==> src/csma_pkg.sv <==
// shared types, codes and constants of the csma/ca channel access engine
package csma_pkg;

    localparam int DRAW_BITS = 16;
    localparam int DrawW     = 16;
    localparam logic [DrawW-1:0] DrawMask =
        (DRAW_BITS >= DrawW) ? {DrawW{1'b1}} : DrawW'((64'd1 << DRAW_BITS) - 64'd1);

    localparam logic [3:0]  MinExpReset  = 4'd10;
    localparam logic [3:0]  MaxExpReset  = 4'd5;
    localparam logic [3:0]  MaxBoReset   = 4'd4;
    localparam logic [15:0] UnitReset    = 16'd1;
    localparam logic [3:0]  BleExpCap    = 4'd2;
    localparam logic [1:0]  CwInit       = 2'd2;
    localparam logic [4:0]  NbMax        = 5'd31;

    typedef enum logic [2:0] {
        CFG_SLOTTED = 3'd0,
        CFG_BLE     = 3'd1,
        CFG_MIN_EXP = 3'd2,
        CFG_MAX_EXP = 3'd3,
        CFG_MAX_BO  = 3'd4,
        CFG_UNIT    = 3'd5
    } t_cfg_idx;

    typedef enum logic [1:0] {
        OP_START  = 2'd0,
        OP_CANCEL = 2'd1,
        OP_TICK   = 2'd2,
        OP_CCA    = 2'd3
    } t_op;

    typedef enum logic [1:0] {
        NT_REQUEST = 2'd0,
        NT_IDLE    = 2'd1,
        NT_FAIL    = 2'd2,
        NT_CANCEL  = 2'd3
    } t_notice;

    typedef enum logic [2:0] {
        PH_IDLE    = 3'b001,
        PH_BACKOFF = 3'b010,
        PH_CCA     = 3'b100
    } t_phase;

    typedef struct packed {
        logic        slotted;
        logic        ble;
        logic [3:0]  min_exp;
        logic [3:0]  max_exp;
        logic [3:0]  max_bo;
        logic [15:0] unit_ticks;
    } t_cfg;

    typedef struct packed {
        t_notice    notice;
        logic [4:0] retries;
    } t_result;

endpackage

==> src/csma_cfg.sv <==
// configuration register file of the channel access engine
module csma_cfg (
    input  logic               i_clk,
    input  logic               i_rst_n,
    input  logic               i_cfg_wr_en,
    input  logic [2:0]         i_cfg_index,
    input  logic [15:0]        i_cfg_wdata,
    output csma_pkg::t_cfg     o_cfg
);

    csma_pkg::t_cfg r_cfg;

    always_ff @(posedge i_clk) begin
        if (!i_rst_n) begin
            r_cfg.slotted    <= 1'b0;
            r_cfg.ble        <= 1'b0;
            r_cfg.min_exp    <= csma_pkg::MinExpReset;
            r_cfg.max_exp    <= csma_pkg::MaxExpReset;
            r_cfg.max_bo     <= csma_pkg::MaxBoReset;
            r_cfg.unit_ticks <= csma_pkg::UnitReset;
        end else if (i_cfg_wr_en) begin
            unique case (csma_pkg::t_cfg_idx'(i_cfg_index))
                csma_pkg::CFG_SLOTTED: r_cfg.slotted    <= i_cfg_wdata[0];
                csma_pkg::CFG_BLE:     r_cfg.ble        <= i_cfg_wdata[0];
                csma_pkg::CFG_MIN_EXP: r_cfg.min_exp    <= i_cfg_wdata[3:0];
                csma_pkg::CFG_MAX_EXP: r_cfg.max_exp    <= i_cfg_wdata[3:0];
                csma_pkg::CFG_MAX_BO:  r_cfg.max_bo     <= i_cfg_wdata[3:0];
                csma_pkg::CFG_UNIT:    r_cfg.unit_ticks <= i_cfg_wdata;
                default: ;
            endcase
        end
    end

    assign o_cfg = r_cfg;

endmodule

==> src/csma_engine.sv <==
// backoff state registers and single-pass event update logic
module csma_engine (
    input  logic                i_clk,
    input  logic                i_rst_n,
    input  csma_pkg::t_cfg      i_cfg,
    input  logic                i_accept,
    input  logic [1:0]          i_operation,
    input  logic                i_channel_clear,
    input  logic [15:0]         i_random_draw,
    output logic                o_res_valid,
    output csma_pkg::t_result   o_res
);

    logic [4:0]        r_nb, n_nb;
    logic [3:0]        r_be, n_be;
    logic [1:0]        r_cw, n_cw;
    logic [15:0]       r_slots, n_slots;
    logic [15:0]       r_ticks, n_ticks;
    csma_pkg::t_phase  r_phase, n_phase;

    logic [3:0]        be_start;
    logic [3:0]        be_busy;
    logic [3:0]        be_sel;
    logic [4:0]        be_inc;
    logic [4:0]        nb_inc;
    logic [1:0]        cw_dec;
    logic [15:0]       draw_slots;
    logic [15:0]       unit_len;
    csma_pkg::t_op     op;
    csma_pkg::t_notice notice;
    logic              res_valid;

    assign op       = csma_pkg::t_op'(i_operation);
    assign unit_len = (i_cfg.unit_ticks == 16'd0) ? 16'd1 : i_cfg.unit_ticks;
    assign be_start = (i_cfg.slotted && i_cfg.ble && i_cfg.min_exp > csma_pkg::BleExpCap)
                      ? csma_pkg::BleExpCap : i_cfg.min_exp;
    assign be_inc   = {1'b0, r_be} + 5'd1;
    assign be_busy  = (be_inc < {1'b0, i_cfg.max_exp}) ? be_inc[3:0] : i_cfg.max_exp;
    assign be_sel   = (op == csma_pkg::OP_START) ? be_start : be_busy;
    assign nb_inc   = (r_nb < csma_pkg::NbMax) ? r_nb + 5'd1 : r_nb;
    assign cw_dec   = (r_cw != 2'd0) ? r_cw - 2'd1 : 2'd0;
    assign draw_slots = i_random_draw & csma_pkg::DrawMask & ~(16'hFFFF << be_sel);

    always_comb begin
        n_nb      = r_nb;
        n_be      = r_be;
        n_cw      = r_cw;
        n_slots   = r_slots;
        n_ticks   = r_ticks;
        n_phase   = r_phase;
        res_valid = 1'b0;
        notice    = csma_pkg::NT_REQUEST;
        if (i_accept) begin
            unique case (op)
                csma_pkg::OP_START: begin
                    n_nb = 5'd0;
                    n_be = be_start;
                    if (i_cfg.slotted) begin
                        n_cw = csma_pkg::CwInit;
                    end
                    if (draw_slots == 16'd0) begin
                        n_phase   = csma_pkg::PH_CCA;
                        res_valid = 1'b1;
                    end else begin
                        n_slots = draw_slots;
                        n_ticks = unit_len;
                        n_phase = csma_pkg::PH_BACKOFF;
                    end
                end
                csma_pkg::OP_CANCEL: begin
                    n_phase   = csma_pkg::PH_IDLE;
                    n_slots   = 16'd0;
                    n_ticks   = 16'd0;
                    res_valid = 1'b1;
                    notice    = csma_pkg::NT_CANCEL;
                end
                csma_pkg::OP_TICK: begin
                    if (r_phase == csma_pkg::PH_BACKOFF) begin
                        if (r_ticks > 16'd1) begin
                            n_ticks = r_ticks - 16'd1;
                        end else if (r_slots > 16'd1) begin
                            n_slots = r_slots - 16'd1;
                            n_ticks = unit_len;
                        end else begin
                            n_slots   = 16'd0;
                            n_ticks   = 16'd0;
                            n_phase   = csma_pkg::PH_CCA;
                            res_valid = 1'b1;
                        end
                    end
                end
                csma_pkg::OP_CCA: begin
                    if (r_phase == csma_pkg::PH_CCA) begin
                        if (i_channel_clear) begin
                            res_valid = 1'b1;
                            if (i_cfg.slotted) begin
                                n_cw = cw_dec;
                            end
                            if (!(i_cfg.slotted && cw_dec != 2'd0)) begin
                                n_phase = csma_pkg::PH_IDLE;
                                notice  = csma_pkg::NT_IDLE;
                            end
                        end else begin
                            if (i_cfg.slotted) begin
                                n_cw = csma_pkg::CwInit;
                            end
                            n_be = be_busy;
                            n_nb = nb_inc;
                            if (nb_inc > {1'b0, i_cfg.max_bo}) begin
                                n_phase   = csma_pkg::PH_IDLE;
                                res_valid = 1'b1;
                                notice    = csma_pkg::NT_FAIL;
                            end else if (draw_slots == 16'd0) begin
                                n_phase   = csma_pkg::PH_CCA;
                                res_valid = 1'b1;
                            end else begin
                                n_slots = draw_slots;
                                n_ticks = unit_len;
                                n_phase = csma_pkg::PH_BACKOFF;
                            end
                        end
                    end
                end
                default: ;
            endcase
        end
    end

    always_ff @(posedge i_clk) begin
        if (!i_rst_n) begin
            r_nb    <= 5'd0;
            r_be    <= 4'd0;
            r_cw    <= 2'd0;
            r_slots <= 16'd0;
            r_ticks <= 16'd0;
            r_phase <= csma_pkg::PH_IDLE;
        end else begin
            r_nb    <= n_nb;
            r_be    <= n_be;
            r_cw    <= n_cw;
            r_slots <= n_slots;
            r_ticks <= n_ticks;
            r_phase <= n_phase;
        end
    end

    assign o_res_valid    = res_valid;
    assign o_res.notice   = notice;
    assign o_res.retries  = n_nb;

endmodule

==> src/csma_obuf.sv <==
// result register with skid stage on the output channel
module csma_obuf (
    input  logic                i_clk,
    input  logic                i_rst_n,
    input  logic                i_push,
    input  csma_pkg::t_result   i_data,
    output logic                o_can_accept,
    output logic                o_out_valid,
    input  logic                i_out_ready,
    output csma_pkg::t_result   o_data
);

    logic              r_out_valid;
    logic              r_skid_valid;
    csma_pkg::t_result r_out;
    csma_pkg::t_result r_skid;
    logic              pop;

    assign pop = r_out_valid && i_out_ready;

    always_ff @(posedge i_clk) begin
        if (!i_rst_n) begin
            r_out_valid  <= 1'b0;
            r_skid_valid <= 1'b0;
        end else if (pop) begin
            if (r_skid_valid) begin
                r_skid_valid <= 1'b0;
            end else if (!i_push) begin
                r_out_valid <= 1'b0;
            end
        end else if (i_push) begin
            if (!r_out_valid) begin
                r_out_valid <= 1'b1;
            end else begin
                r_skid_valid <= 1'b1;
            end
        end
    end

    always_ff @(posedge i_clk) begin
        if (pop) begin
            if (r_skid_valid) begin
                r_out <= r_skid;
            end else if (i_push) begin
                r_out <= i_data;
            end
        end else if (i_push) begin
            if (!r_out_valid) begin
                r_out <= i_data;
            end else begin
                r_skid <= i_data;
            end
        end
    end

    assign o_can_accept = !r_skid_valid;
    assign o_out_valid  = r_out_valid;
    assign o_data       = r_out;

endmodule

==> src/csma_ca_channel_access.sv <==
// top level of the csma/ca channel access engine
// results go to the output register, or to the skid stage while that is full
// throughput: one event per cycle while ready is high; backoff state updates in one pass
// input ready drops only while both output register and skid stage hold results
// synchronous active-low reset clears the backoff state, the result buffer and
// restores the configuration register defaults
module csma_ca_channel_access (
    input  logic        i_clk,
    input  logic        i_rst_n,
    input  logic        i_cfg_wr_en,
    input  logic [2:0]  i_cfg_index,
    input  logic [15:0] i_cfg_wdata,
    input  logic        i_in_valid,
    output logic        o_in_ready,
    input  logic [1:0]  i_operation,
    input  logic        i_channel_clear,
    input  logic [15:0] i_random_draw,
    output logic        o_out_valid,
    input  logic        i_out_ready,
    output logic [1:0]  o_notice,
    output logic [4:0]  o_retries_used
);

    csma_pkg::t_cfg    cfg;
    csma_pkg::t_result res;
    csma_pkg::t_result out_data;
    logic              res_valid;
    logic              accept;

    assign accept = i_in_valid && o_in_ready;

    csma_cfg u_cfg (
        .i_clk       (i_clk),
        .i_rst_n     (i_rst_n),
        .i_cfg_wr_en (i_cfg_wr_en),
        .i_cfg_index (i_cfg_index),
        .i_cfg_wdata (i_cfg_wdata),
        .o_cfg       (cfg)
    );

    csma_engine u_engine (
        .i_clk           (i_clk),
        .i_rst_n         (i_rst_n),
        .i_cfg           (cfg),
        .i_accept        (accept),
        .i_operation     (i_operation),
        .i_channel_clear (i_channel_clear),
        .i_random_draw   (i_random_draw),
        .o_res_valid     (res_valid),
        .o_res           (res)
    );

    csma_obuf u_obuf (
        .i_clk        (i_clk),
        .i_rst_n      (i_rst_n),
        .i_push       (res_valid),
        .i_data       (res),
        .o_can_accept (o_in_ready),
        .o_out_valid  (o_out_valid),
        .i_out_ready  (i_out_ready),
        .o_data       (out_data)
    );

    assign o_notice       = out_data.notice;
    assign o_retries_used = out_data.retries;

    a_stall_implies_held: assert property (@(posedge i_clk) disable iff (!i_rst_n)
        !o_in_ready |-> o_out_valid)
        else $error("input stalled with no result pending");

    a_cancel_gives_result: assert property (@(posedge i_clk) disable iff (!i_rst_n)
        accept && i_operation == csma_pkg::OP_CANCEL |=> o_out_valid)
        else $error("cancel transaction produced no result");

    a_cancel_notice: assert property (@(posedge i_clk) disable iff (!i_rst_n)
        accept && i_operation == csma_pkg::OP_CANCEL && (!o_out_valid || i_out_ready)
        |=> o_notice == csma_pkg::NT_CANCEL)
        else $error("cancel result carries wrong notice");

    a_result_not_lost: assert property (@(posedge i_clk) disable iff (!i_rst_n)
        o_out_valid && !i_out_ready |=> o_out_valid)
        else $error("pending result dropped");

endmodule
==> config.mk <==
export PLATFORM = sky130hd
export DESIGN_NAME = csma_ca_channel_access
export DESIGN_NICKNAME = d
export VERILOG_FILES = /design/src/csma_pkg.sv /design/src/csma_cfg.sv /design/src/csma_engine.sv /design/src/csma_obuf.sv /design/src/csma_ca_channel_access.sv
export SDC_FILE = /design/constraint.sdc
export NUM_CORES = 1
export LEC_CHECK = 0
export ABC_AREA = 1
export BUFFER_PORTS_ARGS = -buffer_cell sky130_fd_sc_hd__buf_2
export CORE_ASPECT_RATIO = 0.9
export CORE_UTILIZATION = 54
export DETAILED_ROUTE_END_ITERATION = 12
export GPL_TIMING_DRIVEN = 0
export PLACE_DENSITY = 0.76
export SYNTH_ARGS = -nofsm -noshare
export SYNTH_HDL_FRONTEND = slang
export SYNTH_SLANG_ARGS = --single-unit
==> constraint.sdc <==
create_clock -name i_clk -period 3.6 [get_ports i_clk]
set_clock_uncertainty 0.15 [all_clocks]
set_input_delay 0.54 -clock i_clk [delete_from_list [all_inputs] [get_ports i_clk]]
set_output_delay 0.54 -clock i_clk [all_outputs]
set_load 0.01 [all_outputs]
After elaboration in Yosys (flattened, before gate mapping)
Index checks and enable logic that the tools add are counted.

Flip-flop bits (word level): 92. Latch bits: 0. Memory bits (writable): 0. Bits in read-only memories: 0. Input port bits: 43. Memories: 0.

Add/subtract/negate cells: 5. Multipliers: 0. Divide/modulo/power cells: 0. Order comparisons: 6. Equal/unequal tests: 21. Shift-type cells: 1. Mux-type cells: 67. Bitwise gates (word level): 4. Reduce and logical (&&, ||, !) cells: 31.

Operators by type and width (count): 16-bit 2-to-1 mux (15); 16-bit one-hot mux with 4 select lines (2); 7-bit 2-to-1 mux (5); 16-bit by 1-bit > comparator with 1-bit output, second input constant (2); 16-bit zero test (2); 16-bit by 1-bit subtractor with 16-bit output, second input constant (2); 3-bit 2-to-1 mux (8); 4-bit 2-to-1 mux (5); 5-bit 2-to-1 mux (4); 2-bit 2-to-1 mux (9); 16-bit bitwise AND (1); 16-bit inverter (1); 16-bit by 4-bit << shifter with 16-bit output, first input constant (1); 2-bit != test, second input constant (7); 2-bit AND reduction (7); 1-bit 2-to-1 mux (13); 3-bit one-hot mux with 4 select lines (1); 6-bit AND reduction (2); 5-bit one-hot mux with 2 select lines (1); 2-bit nonzero test (5); 3-bit by 2-bit equality test with 1-bit output, second input constant (3); 3-bit equality test, second input constant (3); 3-bit AND reduction (3); 2-bit one-hot mux with 2 select lines (2); other kinds (22) (31).

Depth between registers and ports, before layout
Gate-level depths: netlist (run 1).

Depth after elaboration: 17. Depth in mapped cells: 28.

Modules after synthesis
A second synthesis (run 1) with hierarchy kept.

Cells, all modules: 907. Area, all modules: 6077.1 sq um.

Modules (own cells, without submodules): csma_engine (instances 1, cells each 662, area each 4122.7 sq um, sequential area each 920.9 sq um); csma_cfg (instances 1, cells each 188, area each 1281.2 sq um, sequential area each 600.6 sq um); csma_obuf (instances 1, cells each 55, area each 665.6 sq um, sequential area each 460.4 sq um); csma_ca_channel_access (instances 1, cells each 2, area each 7.5 sq um, sequential area each 0.0 sq um).

Worst setup path before layout (run 1)
No wires, ideal clock.

Kind: register -> register. Start: reg u_engine.r_be[0]. End: reg u_obuf.r_out (netlist bit u_obuf.o_data[0]) (enable). Arrival: 3.079 ns. Data required time: 3.068 ns. Slack: -0.011 ns. Cell stages (with the launch flop): 25. Path through: dfxtp_1 > ha_1 > xor2_1 > ha_1 > nand2_1 > nand2_1 > nand2_1 > nand3_2 > nand2_1 > nand2_1 > nand2_1 > nand2_2 > nand2_2 > nand2_2 > o21ai_1 > nand2_1 > nor2_4 > nand2_4 > nand2_1 > nand2_1 > nand2_1 > nand2_1 > nand2_1 > nand2_1 > a21boi_0.

Cells in the longest elaborated chain, start to end: 16. Elaborated cells between the ends (all ways): 17.

RTL lines: start: declaration (line csma_engine.sv:15) `logic [3:0] r_be, n_be;`; start signal: assignment (line csma_engine.sv:139) `r_be <= n_be;`; 4-bit by 1-bit adder with 5-bit output * (line csma_engine.sv:37) `assign be_inc = {1'b0, r_be} + 5'd1;`; 5-bit by 4-bit < comparator with 1-bit output (line csma_engine.sv:38) `assign be_busy = (be_inc < {1'b0, i_cfg.max_exp}) ? be_inc[3:0] : i_cfg.max_exp;`; 4-bit 2-to-1 mux * (line csma_engine.sv:38); 4-bit 2-to-1 mux * (line csma_engine.sv:39) `assign be_sel = (op == csma_pkg::OP_START) ? be_start : be_busy;`; 16-bit by 4-bit << shifter with 16-bit output * (line csma_engine.sv:42) `assign draw_slots = i_random_draw & csma_pkg::DrawMask & ~(16'hFFFF << be_sel);`; 16-bit inverter * (line csma_engine.sv:42); 16-bit bitwise AND * (line csma_engine.sv:42); 16-bit zero test * (line csma_engine.sv:61, csma_engine.sv:113); 1-bit 2-to-1 mux * (line csma_engine.sv:61, csma_engine.sv:113); 1-bit 2-to-1 mux (line csma_engine.sv:109) `if (nb_inc > {1'b0, i_cfg.max_bo}) begin`; 1-bit 2-to-1 mux (line csma_engine.sv:94) `if (i_channel_clear) begin`; 1-bit 2-to-1 mux (line csma_engine.sv:93) `if (r_phase == csma_pkg::PH_CCA) begin`; 1-bit one-hot mux with 4 select lines * (line csma_engine.sv:54) `unique case (op)`; 1-bit 2-to-1 mux * (line csma_engine.sv:53) `if (i_accept) begin`; 2-bit nonzero test (no line); 3-bit AND reduction (no line) *; end signal: assignment (line csma_obuf.sv:43) `r_out <= r_skid;`; end signal: assignment (line csma_obuf.sv:45) `r_out <= i_data;`; end signal: assignment (line csma_obuf.sv:49) `r_out <= i_data;`; end: declaration (line csma_obuf.sv:15) `csma_pkg::t_result r_out;`.

Every way passes the cells marked *; elsewhere a longest branch is shown, timed or not. A chain may end at the register's enable or synchronous reset.

Worst setup path after layout (run 1)
Start: reg u_engine.r_be[1]. End: reg u_obuf.r_out (netlist bit u_obuf.o_data[4]) (enable).

The elaborated chain is that of the path after synthesis.

==> results.ini, run 1 <==
[setup_path]
reg2reg_slack_ns=0.10
cpMaxStageDelayCell=dfxtp_4
required_ns=3.48
crit_fanout=7
worstPathCellList=ha_4 > xor2_4 > ha_4 > nand3_2 > nor2_2 > nor2_4 > nand3_2 > nand3_4 > nand2_2 > nand2_1 > nand3_1 > nand4_1 > nor2_2 > nand2_4 > nand2_2 > nand2_1 > nand2_1 > nand2_1 > nand2_2 > nand2_2 > a21boi_4
path_class=reg -> reg
worstPathArrival_ns=3.38
crit_buf_inv=0
cp_top_family=simple AND/OR/NAND/NOR gates
critPathCaptureType=flip-flop
startpoint_type=flip-flop
critPathMaxStageDelay_ns=0.38

[placement]
gp_congestion=0.8756
dp_hpwl_um=10930
dpl.cell_count=975
port_buffers=50

[timing]
hold_slack_ns=0.2698
setup_viol=0
fmax_ghz=0.2857
tightestPinTransition_ns=0.7611
hold_viol=0
fin_crit_sh=0.9722
slew_headroom=0.4926
period_minus_slack_ns=3.500
drv_slew=0

[logic_synthesis]
synth_cells=799
synth_common_cells=146 x nand2_1, 111 x nor2_1, 98 x inv_1, 78 x dfxtp_1, 63 x o21ai_0
synthTopCellsByArea=dfxtp_1 28%, nand2_1 9.8%, edfxtp_1 7.5%
synth_top_cell_area_share=0.2793
yosysMostFrequentCell=nand2_1
yosysWarnings=0
synth_nets=860
ys_seq_elements=92
async_reset_ff_frac=0
synthFlopType=dfxtp_1
syn_avg_cell_area_um2=6.998
yosysUniqueCellTypes=45
ys_seq_area_frac=0.3544
synth_edf_count=14
yosysTopAreaCell=dfxtp_1
syn_area_um2=5592

[clock_network]
hold_buffers=0
cts.sinks=92
cts.root.buffer_cell=clkbuf_16
numCtsBuffers=9
clk_pin_slew_ns=0.07
cts.path.max_buffers=2
cts_tree=done
clock_latency_ns=0.34
h-tree-depth=3

[layout]
antenna_cells=0
fillers=862
final_nets=931
final_cells=1001
drive_above_1_share=0.1920
areaGrowthSynthToFinish_pct=19.29

[routing]
num_vias=5596
post_drt_wl_per_cell_um=14.94
avgViaCountPerCell=5.590
wirelength_um=14960
dr.pass1.iters=8
remaining_drc_errors=0
first_iter_violations=370
ant_nets=0

[floorplanning]
die_y_um=98.54
ioPinCount=52
start_util=0.5666
core_area_um2=9869
die-area_um2=10770
row_count=34
fp.dieW_um=109.3

[global_route]
antenna_found_initial=0
track_usage=0.2735
grt_pass1_vias=5019
overflow=0
grt_max_degree=17
grt_pass1_wl_um=23230

[power_and_ir_drop]
p_per_area_nw_per_um2=444.7
p_leak_nw=2.992
max-vdd-ir-drop_v=0.0002450

[hold_path]
hold_path.class=in -> reg

[outcome]
outcome=finished, final reports clean

[flow_run]
cap_violations=0

-- layout make-up --
class,instances,area (µm²),area share
repair buffers,59,330.3,0.04952
flip-flops and latches,92,1993,0.2988
clock buffers,10,229.0,0.03433
plain buffers,24,125.1,0.01876
inverters,104,392.9,0.05890
well taps,126,157.7,0.02364
clock inverters,6,88.84,0.01332
multi-input cells,580,3353,0.5027
-- power by group --
group	leakage, nW	internal, mW	switching, mW
clock network	0.157	0.611	0.418
logic	2.07	0.299	0.499
registers	0.769	1.09	0.0497
-- timing repair --
action,in CTS,in global routing
pin swaps,3,31
setup endpoints to repair,46,47
cloned,0,1
gates resized for setup,17,45
setup buffers,0,9
-- registers in the layout (all words and copies together), names as in the netlist, 3 cells and up --
name,flops
u_cfg.o_cfg,30
u_engine.r_be,4
u_engine.r_nb,5
u_engine.r_phase,3
u_engine.r_slots,16
u_engine.r_ticks,16
u_obuf.o_data,7
u_obuf.r_skid,7
-- per-stage QoR --
step	setup slack [ns]	util	cell area [µm²]	power [mW]	TNS [ns]
floorplan	0.1855	-	5592	1.684	0
global placement	-0.4197	0.6079	6000	1.838	-5.587
detailed placement	-0.5462	0.6079	6000	1.859	-9.384
CTS	0.02018	0.6482	6397	2.893	0
global route	-0.05636	0.6758	6670	3.119	-0.7029
finish	0.1001	0.6758	6670	2.966	0
-- final timing paths --
kind	start	end	depth (start not counted)
setup / recovery	u_engine.r_be[1]$_SDFFE_PN0P_	u_obuf.o_data[4]$_DFFE_PP_	21
hold / removal	i_cfg_wdata[4]	u_cfg.o_cfg[4]$_SDFFE_PN0P_	3
setup reg to reg	u_engine.r_be[1]$_SDFFE_PN0P_	u_obuf.o_data[4]$_DFFE_PP_	21
hold reg to reg	u_cfg.o_cfg[19]$_SDFFE_PN0P_	u_cfg.o_cfg[19]$_SDFFE_PN0P_	2
-- placed cells by master, fill, tap and decap left out, types with 4 or more instances in the layout --
master       n
a211oi_2     7
a21oi_1     50
buf_2       51
buf_4        9
buf_6        4
clkbuf_1    17
clkbuf_16    9
dfxtp_1     75
edfxtp_1    14
ha_1        15
inv_1       98
nand2_1    123
nand2_2     29
nand2_4      9
nand3_1     35
nand3_2     14
nand4_1      6
nor2_1     108
nor2_2       6
nor3_1      13
nor4_1       6
o211ai_1    15
o21ai_0     63
o21ai_1      6
o22ai_1     16
xnor2_1      8
xor2_1      17
-- tightest hold or removal path: cells and delay by family --
kind / cells / cell delay [ns]
and+or+nand+nor: 2 / 0.11
buffers and inverters: 1 / 0.07
-- kinds of logic after synthesis --
family | Yosys count | synth area share
flip-flops | 92 | 0.3544
AND/OR/NAND/NOR | 358 | 0.2842
adder cells (fa/ha/maj) | 18 | 0.04028
buffers and inverters | 128 | 0.09264
XOR/XNOR | 26 | 0.04073
AO/OA/AOI/OAI | 177 | 0.1877
-- metal layers --
layer / vias up / wire, µm / global-route usage
met5: - / 0 / 0
met4: 0 / 258 / 0.08308
met3: 23 / 834 / 0.04630
met2: 175 / 7269 / 0.4533
met1: 2614 / 6592 / 0.3626
li1: 2784 / - / -
No activity file was read; power rests on OpenSTA's default activity.
==> run 2, diff against run 1 <==
==> constraint.sdc (replaced) <==
create_clock -name i_clk -period 3.15 [get_ports i_clk]
set_clock_uncertainty 0.15 [all_clocks]
set_input_delay 0.4725 -clock i_clk [delete_from_list [all_inputs] [get_ports i_clk]]
set_output_delay 0.4725 -clock i_clk [all_outputs]
set_load 0.01 [all_outputs]
==> results.ini, run 2 (same netlist as run 1, synthesis figures left out) <==
[placement]
port_buffers=50  ; unchanged
dp_hpwl_um=11130  ; +1.8%
dp_slack_ns=-0.5256  ; +0.02066 ns
gp_congestion=0.8726  ; -0.34%

[hold_path]
min_path_cells=3  ; unchanged
min_from=i_cfg_wdata[6]
hold_path.class=in -> reg

[clock_network]
h-tree-depth=3  ; unchanged
cts.sinks=92  ; unchanged
cts_tree=done
cts.root.buffer_cell=clkbuf_16
clock_latency_ns=0.35  ; about the same
cts.path.max_buffers=2  ; unchanged
clk_pin_slew_ns=0.07  ; about the same
hold_buffers=0  ; unchanged
numCtsBuffers=9  ; unchanged

[setup_path]
rr_worst_depth=24  ; +14%
critPathCaptureType=flip-flop
path_class=reg -> reg
cp-startpoint=u_engine.r_be[1]$_SDFFE_PN0P_
worstPathArrival_ns=3.43  ; +0.05 ns
crit_fanout=7  ; unchanged
required_ns=3.04  ; -0.44 ns
startpoint_type=flip-flop
regToRegStartpoint=u_engine.r_be[1]$_SDFFE_PN0P_

[timing]
setup_viol=48  ; +48
hold_viol=0  ; unchanged
tightestPinTransition_ns=0.8728  ; +0.1117 ns
drv_slew=0  ; unchanged
slew_headroom=0.4181  ; -0.07444
period_minus_slack_ns=3.542  ; +0.04159 ns
rsz0062_at_grt=true
timing.final.ws_setup_ns=-0.3915  ; -0.4916 ns
fin_crit_sh=1.124  ; +0.1521
fmax_ghz=0.2824  ; -1.2%

[global_route]
track_usage=0.3054  ; +0.03187
grt_max_degree=18  ; +1
antenna_found_initial=0  ; unchanged
overflow=0  ; unchanged
grt_pass1_vias=5535  ; +10%
grt_pass1_wl_um=25730  ; +11%

[layout]
drive_above_1_share=0.2514  ; +0.05940
final_util=0.7309  ; +0.05502
layout_common_cells=117 x nand2_1, 99 x nor2_1, 98 x inv_1
final_nets=951  ; +2.1%
antenna_cells=0  ; unchanged
areaGrowthSynthToFinish_pct=29.00
largest_reg_flops=30  ; unchanged
final_common_cell=nand2_1

[outcome]
outcome=finished with violations
violations=setup timing

[floorplanning]
die-area_um2=10770  ; unchanged
row_count=34  ; unchanged
core_area_um2=9869  ; unchanged
fp.dieW_um=109.3  ; unchanged
die_y_um=98.54  ; unchanged
start_util=0.5666  ; unchanged
ioPinCount=52  ; unchanged

[power_and_ir_drop]
p_per_area_nw_per_um2=489.4  ; +10%
max-vdd-ir-drop_v=0.0005089  ; +110%
p_leak_nw=3.183  ; +6.4%

[routing]
ant_nets=0  ; unchanged
first_iter_violations=436  ; +18%
remaining_drc_errors=0  ; unchanged
wirelength_um=16320  ; +9.1%
num_vias=5768  ; +3.1%
post_drt_wl_per_cell_um=15.98  ; +7.0%
avgViaCountPerCell=5.649  ; +1.1%
dr.pass1.iters=5  ; -3

[flow_run]
cap_violations=0  ; unchanged

[run 2: layout make-up]
class                           count  area (µm²)
Clock inverter                      7       82.58
Tap cell                          126       157.7
Sequential cell                    92        1994
Fill cell                         757        2656
Clock buffer                        9       225.2
Timing Repair Buffer               80       621.8
Multi-Input combinational cell    579        3578
Buffer                             24       147.6
Inverter                          104       405.4
[run 2: timing repair]
item / in CTS / in global routing
endpoints found under the hold margin: 0 / 0
gates resized for setup: 77 / 55
pin swaps: 29 / 17
setup endpoints to repair: 48 / 49
gates cloned: 4 / 0
buffers inserted: 17 / 9
[run 2: power breakdown]
| part | switching [mW] | internal, mW |
|---|---|---|
| Sequential | 0.0609 | 1.25 |
| Clock | 0.499 | 0.631 |
| Combinational | 0.654 | 0.438 |
[run 2: worst paths after layout]
path | to | slack, ns
hold / removal | u_cfg.o_cfg[6]$_SDFFE_PN0P_ | 0.20
setup / recovery | u_obuf.o_data[4]$_DFFE_PP_ | -0.39
setup reg to reg | u_obuf.o_data[4]$_DFFE_PP_ | -0.39
hold reg to reg | u_engine.r_phase[0]$_SDFFE_PN1P_ | 0.35
[run 2: layer usage]
| layer | global-route usage | part of all wire | vias up | wire length [µm] |
|---|---|---|---|---|
| met1 | 0.3686 | 0.40 | 2639 | 6565 |
| met4 | 0.1477 | 0.035 | 0 | 576 |
| met5 | 0 | 0 | - | 0 |
| met2 | 0.5128 | 0.50 | 232 | 8098 |
| li1 | - | - | 2841 | - |
| met3 | 0.06481 | 0.066 | 56 | 1079 |
[run 2: critical path, stage by stage, from the launching register on]
cell and delay [ns]:
dfxtp_4 0.37, ha_4 0.18, xor2_4 0.16, ha_4 0.32, nand3_4 0.08, nor2_4 0.14, nor2_4 0.06, buf_12 0.13
nand3_4 0.07, nand2_4 0.07, nand2_4 0.06, nand2_4 0.07, nor2_1 0.10, nand2_1 0.09, nand2_2 0.08, nand4_1 0.15
nor2_2 0.19, nand2_4 0.07, nand2_1 0.05, nand2_1 0.04, nand2_1 0.07, nand2_1 0.06, nand2_2 0.11, nand2_2 0.09
a21boi_4 0.26
[run 2: metrics by stage]
stage / hold slack, ns / power [mW] / TNS, ns / cells / area, µm²
global placement: 0.3179 / 2.108 / -14.68 / 975 / 6033
CTS: 0.1906 / 3.407 / -5.908 / 1012 / 6910
global route: 0.2170 / 3.682 / -20.67 / 1021 / 7213
finish: 0.1962 / 3.530 / -15.55 / 1021 / 7213
detailed placement: 0.3339 / 2.133 / -17.45 / 975 / 6033
floorplan: 0.2854 / 1.928 / 0 / 799 / 5625
==> run 3, diff against run 2 <==
--- a/config.mk
+++ b/config.mk
@@ -8,10 +8,10 @@
 export ABC_AREA = 1
 export BUFFER_PORTS_ARGS = -buffer_cell sky130_fd_sc_hd__buf_2
 export CORE_ASPECT_RATIO = 0.9
-export CORE_UTILIZATION = 54
+export CORE_UTILIZATION = 60
 export DETAILED_ROUTE_END_ITERATION = 12
 export GPL_TIMING_DRIVEN = 0
-export PLACE_DENSITY = 0.76
+export PLACE_DENSITY = 0.8
 export SYNTH_ARGS = -nofsm -noshare
 export SYNTH_HDL_FRONTEND = slang
 export SYNTH_SLANG_ARGS = --single-unit
==> constraint.sdc (replaced) <==
create_clock -name i_clk -period 3.95 [get_ports i_clk]
set_clock_uncertainty 0.15 [all_clocks]
set_input_delay 0.5925 -clock i_clk [delete_from_list [all_inputs] [get_ports i_clk]]
set_output_delay 0.5925 -clock i_clk [all_outputs]
set_load 0.01 [all_outputs]
==> results.ini, run 3 (same netlist as run 1, synthesis figures left out) <==
[outcome]
outcome=finished, final reports clean

[placement]
port_buffers=50  ; unchanged
dp_slack_ns=-0.4662  ; +0.05941 ns
dp_hpwl_um=11070  ; -0.55%
gp_congestion=0.8716  ; -0.11%

[setup_path]
startpoint_type=flip-flop
path_class=reg -> reg
critPathCaptureType=flip-flop
worstPathArrival_ns=3.59  ; +0.16 ns
critPathMaxStageDelay_ns=0.38  ; about the same
crit_fanout=7  ; unchanged
worstPathCellList=ha_2 > xor2_2 > ha_1 > nand2_1 > nand2_1 > nand2_1 > nand3_4 > nand2_2 > nand3_1 > nand2_2 > nand2_1 > nand2_1 > nand2_1 > nand2_1 > nand2_2 > nor2_4 > nand2_4 > nand2_1 > nand2_1 > nand2_1 > nand2_1 > nand2_1 > nand2_1 > a21boi_4
cpMaxStageDelayCell=dfxtp_2
required_ns=3.85  ; +0.81 ns
cpMostUsedCell=nand2_1

[clock_network]
hold_buffers=0  ; unchanged
cts.sinks=92  ; unchanged
numCtsBuffers=9  ; unchanged
clk_pin_slew_ns=0.09  ; +0.02 ns
cts.root.buffer_cell=clkbuf_8
cts.path.max_buffers=2  ; unchanged
clock_latency_ns=0.37  ; +0.02 ns
cts_tree=done
h-tree-depth=3  ; unchanged

[power_and_ir_drop]
power.share.sequential=0.443  ; +0.073
p_int_mw=1.543  ; -33%
p_leak_nw=2.834  ; -11%
max-vdd-ir-drop_v=0.0003244  ; -36%
switchingPower_mw=0.8015  ; -34%
clkPwrFrac=0.274  ; -0.046
p_per_area_nw_per_um2=375.0  ; -23%
pwr-share-comb=0.283  ; -0.026
p_sw_frac=0.3418  ; -0.002222

[floorplanning]
ioPinCount=52  ; unchanged
row_count=33  ; -2.9%
die_y_um=93.58  ; -5.0%
fp.dieW_um=103.8  ; -5.0%
die-area_um2=9710  ; -9.8%
core_area_um2=9084  ; -8.0%
start_util=0.6156  ; +0.04901

[routing]
drt-met1-wl_um=6239  ; -5.0%
ant_nets=0  ; unchanged
remaining_drc_errors=0  ; unchanged
highest_layer=met4
first_iter_violations=320  ; -27%
num_vias=5535  ; -4.0%
post_drt_wl_per_cell_um=14.68  ; -8.1%
dr.pass1.iters=7  ; +2
wl_met3_um=834  ; -23%
wirelength_um=14490  ; -11%
avgViaCountPerCell=5.608  ; -0.73%
route.met2.wl_um=6936  ; -14%

[timing]
tightestPinTransition_ns=0.7279  ; -0.1449 ns
timing.final.ws_setup_ns=0.2635  ; +0.6550 ns
drv_slew=0  ; unchanged
tns_ns=0  ; +15.55 ns
fin_crit_sh=0.9333  ; -0.1910
hold_viol=0  ; unchanged
slew_headroom=0.5022  ; +0.08404
period_minus_slack_ns=3.687  ; +0.1450 ns
hold_slack_ns=0.2930  ; +0.09672 ns
setup_viol=0  ; -100%
fmax_ghz=0.2713  ; -3.9%

[layout]
drive_above_1_share=0.1445  ; -0.1069
antenna_cells=0  ; unchanged
areaGrowthSynthToFinish_pct=11.81
layout_common_cells=144 x nand2_1, 110 x nor2_1, 98 x inv_1
final_nets=922  ; -3.0%
final_common_cell=nand2_1
largest_reg_flops=30  ; unchanged

[global_route]
grt_max_degree=15  ; -3
overflow=0  ; unchanged
grt_pass1_vias=5149  ; -7.0%
grt_pass1_wl_um=23690  ; -7.9%
antenna_found_initial=0  ; unchanged
track_usage=0.3067  ; +0.001268

[flow_run]
cap_violations=0  ; unchanged

[hold_path]
hold_path.class=in -> reg

-- run 3: final timing paths --
kind / from / to / slack [ns] / cells past startpoint
max: u_engine.r_be[1]$_SDFFE_PN0P_ / u_obuf.o_data[4]$_DFFE_PP_ / 0.26 / 24
min: i_cfg_wdata[11] / u_cfg.o_cfg[11]$_SDFFE_PN0P_ / 0.29 / 3
max reg2reg: u_engine.r_be[1]$_SDFFE_PN0P_ / u_obuf.o_data[4]$_DFFE_PP_ / 0.26 / 24
min reg2reg: u_cfg.o_cfg[0]$_SDFFE_PN1P_ / u_cfg.o_cfg[0]$_SDFFE_PN1P_ / 0.34 / 2
-- run 3: power by group through the flow --
stage / sequential [mW] / clock, mW / combinational (mW)
after global routing: 1.04 / 0.689 / 0.738
after detailed placement: 1.06 / 0 / 0.638
after floorplan: 1.05 / 0 / 0.487
final: 1.04 / 0.642 / 0.664
after CTS: 1.04 / 0.652 / 0.644
after global placement: 1.06 / 0 / 0.620
-- run 3: per-stage QoR --
| step | total power [mW] | utilization | instances | instance area [µm²] |
|---|---|---|---|---|
| 2_1_floorplan | 1.535 | - | 799 | 5592 |
| 3_3_place_gp | 1.675 | 0.6599 | 971 | 5995 |
| 3_5_place_dp | 1.696 | 0.6599 | 971 | 5995 |
| 4_1_cts | 2.332 | 0.6833 | 986 | 6207 |
| 5_1_grt | 2.472 | 0.6883 | 987 | 6252 |
| 6_report | 2.345 | 0.6883 | 987 | 6252 |
-- run 3: repair_timing --
item	4_1_cts	5_1_grt
buffers inserted	0	1
endpoints found under the setup margin	14	35
pin swaps	0	3
resized for setup	5	11
-- run 3: final cells by class --
type | instances | area, µm²
plain buffers | 24 | 125.1
clock buffers | 11 | 145.1
clock inverters | 4 | 48.80
fillers | 818 | 2831
inverters | 104 | 392.9
multi-input cells | 579 | 3142
flip-flops and latches | 92 | 1988
well taps | 122 | 152.6
repair buffers | 51 | 257.7
-- run 3: per-layer routing --
metal	vias to the layer above	GRT usage
met5	-	0
met4	0	0.1560
met3	33	0.05645
met2	185	0.5173
met1	2553	0.3785
li1	2764	-
-- run 3: critical path: cells and delay by family (launching register included) --
kind	cells	cell delay, ns
adders and majority gates	2	0.51
and+or+nand+nor	20	1.84
DFF	1	0.38
xor gates and xnor gates	1	0.19
AOI/OAI and AO/OA	1	0.30
